$ cat src/rtl/ste_pkg.sv
package ste_pkg;

	// Grid geometry. The side is a power of two so a cell index is {row, col}.
	localparam int GRID_SIDE  = 256;
	localparam int SIDE_W     = $clog2(GRID_SIDE);
	localparam int CELL_W     = 2 * SIDE_W;
	localparam int CNT_W      = CELL_W + 1;
	localparam int CELL_TOTAL = GRID_SIDE * GRID_SIDE;

	// Fixed field widths of the stream words.
	localparam int COORD_W   = 16;
	localparam int GRAIN_W   = 32;
	localparam int REPORT_W  = 17;
	localparam int IN_DATA_W  = 72;
	localparam int OUT_DATA_W = 72;
	localparam logic [GRAIN_W-1:0] UNSTABLE_LEVEL = 32'd4;

	// Operation codes of the input word.
	typedef enum logic [1:0] {
		OP_ADD   = 2'd0,
		OP_ROUND = 2'd1,
		OP_READ  = 2'd2,
		OP_NONE  = 2'd3
	} op_t;

	// Configuration register indexes.
	typedef enum logic {
		REG_ORIGIN_X = 1'b0,
		REG_ORIGIN_Y = 1'b1
	} reg_idx_t;

	// Controller states.
	typedef enum logic [3:0] {
		ST_CLEAR,
		ST_IDLE,
		ST_DISPATCH,
		ST_CELL_RD,
		ST_ADD_WB,
		ST_READ_CAP,
		ST_ROUND,
		ST_POP,
		ST_TOP_RD,
		ST_SELF_WB,
		ST_NB_RD,
		ST_NB_WB,
		ST_DONE
	} state_t;

	// One datapath command per cycle.
	typedef enum logic [3:0] {
		DP_NOP,
		DP_CLEAR,
		DP_LATCH,
		DP_CELL_RD,
		DP_ADD_WB,
		DP_READ_CAP,
		DP_ROUND_START,
		DP_POP,
		DP_TOP_RD,
		DP_SELF_WB,
		DP_NB_RD,
		DP_NB_WB,
		DP_RESULT
	} dp_cmd_t;

	// Status from the datapath to the controller.
	typedef struct packed {
		logic clr_last;
		op_t  op;
		logic count_zero;
		logic nb_inside;
		logic nb_last;
		logic round_last;
		logic out_free;
	} dp_status_t;

	// Saturating add of a grain count.
	function automatic logic [GRAIN_W-1:0] sat_add(input logic [GRAIN_W-1:0] a,
		input logic [GRAIN_W-1:0] b);
		logic [GRAIN_W:0] s;
		s = {1'b0, a} + {1'b0, b};
		return s[GRAIN_W] ? {GRAIN_W{1'b1}} : s[GRAIN_W-1:0];
	endfunction

endpackage

$ cat src/rtl/ste_ctrl.sv
module ste_ctrl (
	input  logic                clk,
	input  logic                arst_n,
	input  logic                s_tvalid,
	output logic                s_tready,
	input  ste_pkg::dp_status_t st,
	output ste_pkg::dp_cmd_t    cmd
);
	import ste_pkg::*;

	state_t state_q, state_d;

	// State register.
	always_ff @(posedge clk or negedge arst_n) begin
		if (!arst_n) begin
			state_q <= ST_CLEAR;
		end else begin
			state_q <= state_d;
		end
	end

	// Next state and datapath command.
	always_comb begin
		state_d  = state_q;
		cmd      = DP_NOP;
		s_tready = 1'b0;
		case (state_q)
			ST_CLEAR: begin
				cmd = DP_CLEAR;
				if (st.clr_last) state_d = ST_IDLE;
			end
			ST_IDLE: begin
				s_tready = 1'b1;
				if (s_tvalid) begin
					cmd     = DP_LATCH;
					state_d = ST_DISPATCH;
				end
			end
			ST_DISPATCH: begin
				case (st.op)
					OP_ADD, OP_READ: state_d = ST_CELL_RD;
					OP_ROUND:        state_d = ST_ROUND;
					default:         state_d = ST_DONE;
				endcase
			end
			ST_CELL_RD: begin
				cmd     = DP_CELL_RD;
				state_d = (st.op == OP_ADD) ? ST_ADD_WB : ST_READ_CAP;
			end
			ST_ADD_WB: begin
				cmd     = DP_ADD_WB;
				state_d = ST_DONE;
			end
			ST_READ_CAP: begin
				cmd     = DP_READ_CAP;
				state_d = ST_DONE;
			end
			ST_ROUND: begin
				cmd     = DP_ROUND_START;
				state_d = st.count_zero ? ST_DONE : ST_POP;
			end
			ST_POP: begin
				cmd     = DP_POP;
				state_d = ST_TOP_RD;
			end
			ST_TOP_RD: begin
				cmd     = DP_TOP_RD;
				state_d = ST_SELF_WB;
			end
			ST_SELF_WB: begin
				cmd     = DP_SELF_WB;
				state_d = ST_NB_RD;
			end
			ST_NB_RD: begin
				cmd = DP_NB_RD;
				if (st.nb_inside) begin
					state_d = ST_NB_WB;
				end else if (st.nb_last) begin
					state_d = st.round_last ? ST_DONE : ST_POP;
				end
			end
			ST_NB_WB: begin
				cmd = DP_NB_WB;
				if (st.nb_last) begin
					state_d = st.round_last ? ST_DONE : ST_POP;
				end else begin
					state_d = ST_NB_RD;
				end
			end
			ST_DONE: begin
				if (st.out_free) begin
					cmd     = DP_RESULT;
					state_d = ST_IDLE;
				end
			end
			default: state_d = ST_CLEAR;
		endcase
	end

endmodule

$ cat config.mk
export PLATFORM = sky130hd
export DESIGN_NAME = ste_ctrl
export DESIGN_NICKNAME = d
export VERILOG_FILES = /design/src/rtl/ste_pkg.sv /design/src/rtl/ste_ctrl.sv
export SDC_FILE = /design/constraint.sdc
export NUM_CORES = 1
export LEC_CHECK = 0
export CORE_AREA = 3 3 40 42
export CTS_CLUSTER_DIAMETER = 30
export DETAILED_ROUTE_END_ITERATION = 10
export DIE_AREA = 0 0 43 45
export DONT_BUFFER_PORTS = 1
export PLACE_DENSITY = 0.58
export SKIP_CTS_REPAIR_TIMING = 1
export SLEW_MARGIN = 20
export SYNTH_ARGS = -nofsm -noshare
export SYNTH_HDL_FRONTEND = slang
export SYNTH_SLANG_ARGS = --single-unit
$ cat constraint.sdc
create_clock -name clk -period 2.66 [get_ports clk]
set_input_delay 0.266 -clock clk [delete_from_list [all_inputs] [get_ports clk]]
set_output_delay 0.266 -clock clk [all_outputs]
set_load 0.01 [all_outputs]
# Word-level counts from Yosys, hierarchy flattened
# Index checks and enable logic that the tools add are counted.
# W data, S select, Z words.
[word_totals]
wordCells = 39
output_inout_bits = 5
mem_count = 0
rom_bits = 0
inputBits = 11
register_bits = 4
ram_bits = 0
latchBits = 0
[op_classes]
n_addsub = 0
n_shift = 0
n_eq_ne = 18
n_mul = 0
n_reduce_logical = 5
order_cmp = 0
muxes = 15
div_mod_pow = 0
bitwise = 0
[ops]
columns = ["op", "n"]
rows = [
  ["$pmux W4 S12", 2],
  ["$mux W4", 9],
  ["$eq A4 B4 Y1 const B", 5],
  ["$eq A4 B3 Y1 const B", 4],
  ["$eq A4 B2 Y1 const B", 2],
  ["$pmux W4 S2", 1],
  ["$ne A2 B2 Y1 const B", 3],
  ["$eq A4 B1 Y1 const B", 1],
  ["$logic_not A4 Y1", 1],
  ["$reduce_and A4 Y1", 1],
  ["$reduce_or A2 Y1", 2],
  ["$ne A3 B3 Y1 const B", 1],
  ["$eq A2 B1 Y1 const B", 1],
  ["$eq A2 B2 Y1 const B", 1],
  ["$logic_not A2 Y1", 1],
  ["$mux W1", 2],
  ["$mux W2", 1],
]

# Depth between registers and ports, before layout
[logic_depth]
ltp_word = 4
mapped_depth = 7
ltp_nobuf = 5

# Worst setup path before layout
# No wires, ideal clock.
[synth_timing]
path_type = "register -> output"
from = "register state_q[2]"
to = "output s_tready"
stages_incl_launch_ff = 5
setup_slack_ps = 1242
arrival_time_ps = 1152
t_required_ps = 2394
path_buffers = 2
path_cell_list = "dfrtp_1 > buf_2 > or2_1 > buf_2 > nor3_1"
[synth_between]
elab_chain_len = 2
[synth_lines]
columns = ["element", "line_no", "source"]
rows = [
  ["start: declaration", "ste_ctrl.sv:11", "state_t state_q, state_d;"],
  ["start signal: assignment", "ste_ctrl.sv:18", "state_q <= state_d;"],
  ["$eq A4 B1 Y1", "ste_ctrl.sv:27", "case (state_q)"],
  ["$mux W1", "ste_ctrl.sv:27", ""],
  ["end: declaration", "ste_ctrl.sv:5", "output logic s_tready,"],
]
# Every way passes these cells.

# Final worst setup path
# Same ends and word-level chain as after synthesis.

==> impl_metrics.csv <==
group,metric,value,unit
status,outcome,"complete, no violations",
clock_tree,cts_tree,"done",
detailed_routing,dr.pass1.iters,4,
yosys,yosysWarningCount,0,
worst_setup_path,worstPathRequired,2.39,ns
sta,tightest_slew,0.523,ns
placed_design,gp_congestion,0.785,
clock_tree,insertion_delay,0.23,ns
placed_design,placed_cells,83,
worst_setup_path,critPathMaxFanout,19,
power_and_ir_drop,p_per_area,1170,nW/um2
hold_path,holdPathStages,2,
yosys,synth_top_family_by_area,"compound AO/OA/AOI/OAI gates",
layout,largest_reg_flops,4,
power_and_ir_drop,p_leak,0.000201,uW
worst_setup_path,path_class,"reg2out",
job,max_cap_violations,0,
placed_design,dp_hpwl,929,um
yosys,synth_edf_count,0,
global_routing,grt_pass1_wl,2210,um
die,die_h,45,um
yosys,avgSynthCellArea,6.63,um2
sta,slew_headroom,0.649,
yosys,synth_top_area_share,0.204,
yosys,yosysUniqueCellTypes,32,
yosys,synthTopCellsByCount,"9 x a21oi_1, 9 x nor2_1, 5 x nor3_1, 5 x o22ai_1",
sta,finClkSkew,0.00248,ns
yosys,synth_area_leaders,"dfrtp_1 20%, a21oi_1 9.2%, nor2_1 6.9%, o22ai_1 6.4%, nor3_1 5.1%",
clock_tree,cts-root-buf,"clkbuf_4",
placed_design,place_ws,0.983,ns
sta,setup-tns-final,0,ns
detailed_routing,avgRoutedWirePerCell,13.9,um
detailed_routing,vias,512,
layout,area_growth,4.59,%
layout,drive_above_1_share,0.0694,
sta,post-route-min-period,1.86,ns
layout,nets,85,
yosys,syn-cell-area,490,um2
yosys,ys_seq_elements,4,
yosys,synth_fa_ha_area_frac,0,
worst_setup_path,worstPathArrival,1.59,ns
sta,slew_viol_final,0,
power_and_ir_drop,power.total,602,uW
worst_setup_path,slowest_delay,0.55,ns
yosys,yosys.area_share.xor_xnor,0,
die,rows,13,
sta,hold_viol_final,0,
sta,setup_viol,0,
worst_setup_path,crit_path_end_kind,"output pin",
sta,fmaxAchievable,538,MHz
clock_tree,htree_levels,1,
placed_design,placed_area,480,um2
worst_setup_path,crit_path_cell_trace,"or2_1 -> nor3_1",
yosys,synth_ff_type,"dfrtp_1",
yosys,ys_seq_area_frac,0.204,
layout,num_antenna_cells,0,
worst_setup_path,cp_top_family,"simple AND/OR/NAND/NOR gates",
die,die_w,43,um
worst_setup_path,crit_buf_inv,0,
yosys,synthSimpleGateAreaFrac,0.311,
sta,rsz0062_at_grt,"false",
worst_setup_path,rr_worst_depth,5,
clock_tree,clock_tree.buffer_depth,2,
yosys,synthArstFlopShare,1.00,
layout,regMostFlops,"state_q",
yosys,synth.mux.area_fraction,0,
layout,reg_top3,"state_q x4",
sta,finalWorstSetupSlack,0.801,ns
global_routing,antenna_found_initial,0,
placed_design,io_buffers,0,
die,ios,16,
global_routing,grt_use_total,0.147,
global_routing,grt_overflow_total,0,
detailed_routing,drtAntennaViolNets,0,
clock_tree,clock_sinks,4,
detailed_routing,via_per_inst,5.89,
detailed_routing,routed_wl,1210,um
detailed_routing,drcViolationCount,0,
worst_setup_path,worstSetupStartpointType,"flip-flop",
detailed_routing,drtIter0Drc,18,
yosys,synth-compound-area-share,0.395,
die,fp.dieArea,1940,um2
worst_setup_path,cp.depth,2,
clock_tree,cts_buffers,3,
clock_tree,clk_pin_slew,0.04,ns
yosys,syn_inst,74,
worst_setup_path,crit_slowest_cell,"dfrtp_1",
sta,min_period_over_period,0.699,
hold_path,hold_path_class,"in2reg",
layout,fin_area,513,um2
die,core,1280,um2
power_and_ir_drop,vdd_drop_max,0.000312,V
global_routing,grt_pass1_vias,502,
die,initial_core_util,0.382,
global_routing,grt_start_max_net_pins,20,
yosys,synth_top_area_cell,"dfrtp_1",
layout,final_cells,87,
yosys,synth_nets,85,
## cells by family after synthesis
logic type | Yosys count
simple gates | 30
compound gates | 30
flops | 4
buf+inv | 10
## placed cells by master (no fill, tap or decap), drive strengths merged
cell type,Yosys,final
o211a,1,1
a211oi,1,1
nand4,1,1
a31oi,1,1
nand2,5,5
o21ai,5,5
o2111a,1,1
nand3b,1,1
a221o,1,1
dlygate4sd3,0,1
o22ai,5,5
clkbuf,3,3
o31a,1,1
or2,2,2
a21o,1,1
nor2b,1,1
o2bb2ai,1,1
nor4b,1,1
nand2b,3,3
dfrtp,4,4
nor3,5,5
o211ai,1,1
inv,4,4
or3,2,2
a21boi,1,1
o31ai,1,1
a21oi,9,9
nor2,9,9
## layer usage
metal	vias to the layer above	global-route usage	part of all wire
li1	268	-	-
met1	229	0.200	0.50
met2	15	0.210	0.41
met3	0	0.0717	0.082
met4	0	0.0361	0
met5	-	0	0
## where the power goes
| group | switching, uW | internal, uW | leakage [uW] |
|---|---|---|---|
| combinational | 192 | 147 | 0.000139 |
| sequential | 102 | 88.4 | 0.0000491 |
| clock | 21.6 | 50.3 | 0.0000138 |
## through the flow
step / hold slack, ns / utilization
after global placement: -0.0295 / 0.374
after detailed placement: -0.0295 / 0.374
final: 0.224 / 0.399
after floorplan: -0.0296 / -
after CTS: -0.270 / 0.391
after global routing: 0.213 / 0.399
## final timing paths
check | from | to | slack [ns]
min in group asynchronous | arst_n | state_q[2] | 0.30
max in group asynchronous | arst_n | state_q[1] | 2.19
worst min register to register | state_q[3] | state_q[3] | 0.80
worst min-delay path | s_tvalid | state_q[0] | 0.22
worst max register to register | state_q[1] | state_q[3] | 0.96
worst max-delay path | state_q[2] | s_tready | 0.80
## area by class of cell
type | count | area [um2]
inverters | 4 | 15.0
repair buffers | 1 | 10.0
fillers | 139 | 772
flip-flops and latches | 4 | 100
multi-input cells | 60 | 347
clock buffers | 3 | 22.5
well taps | 15 | 18.8
(Power assumes the default switching activity.)
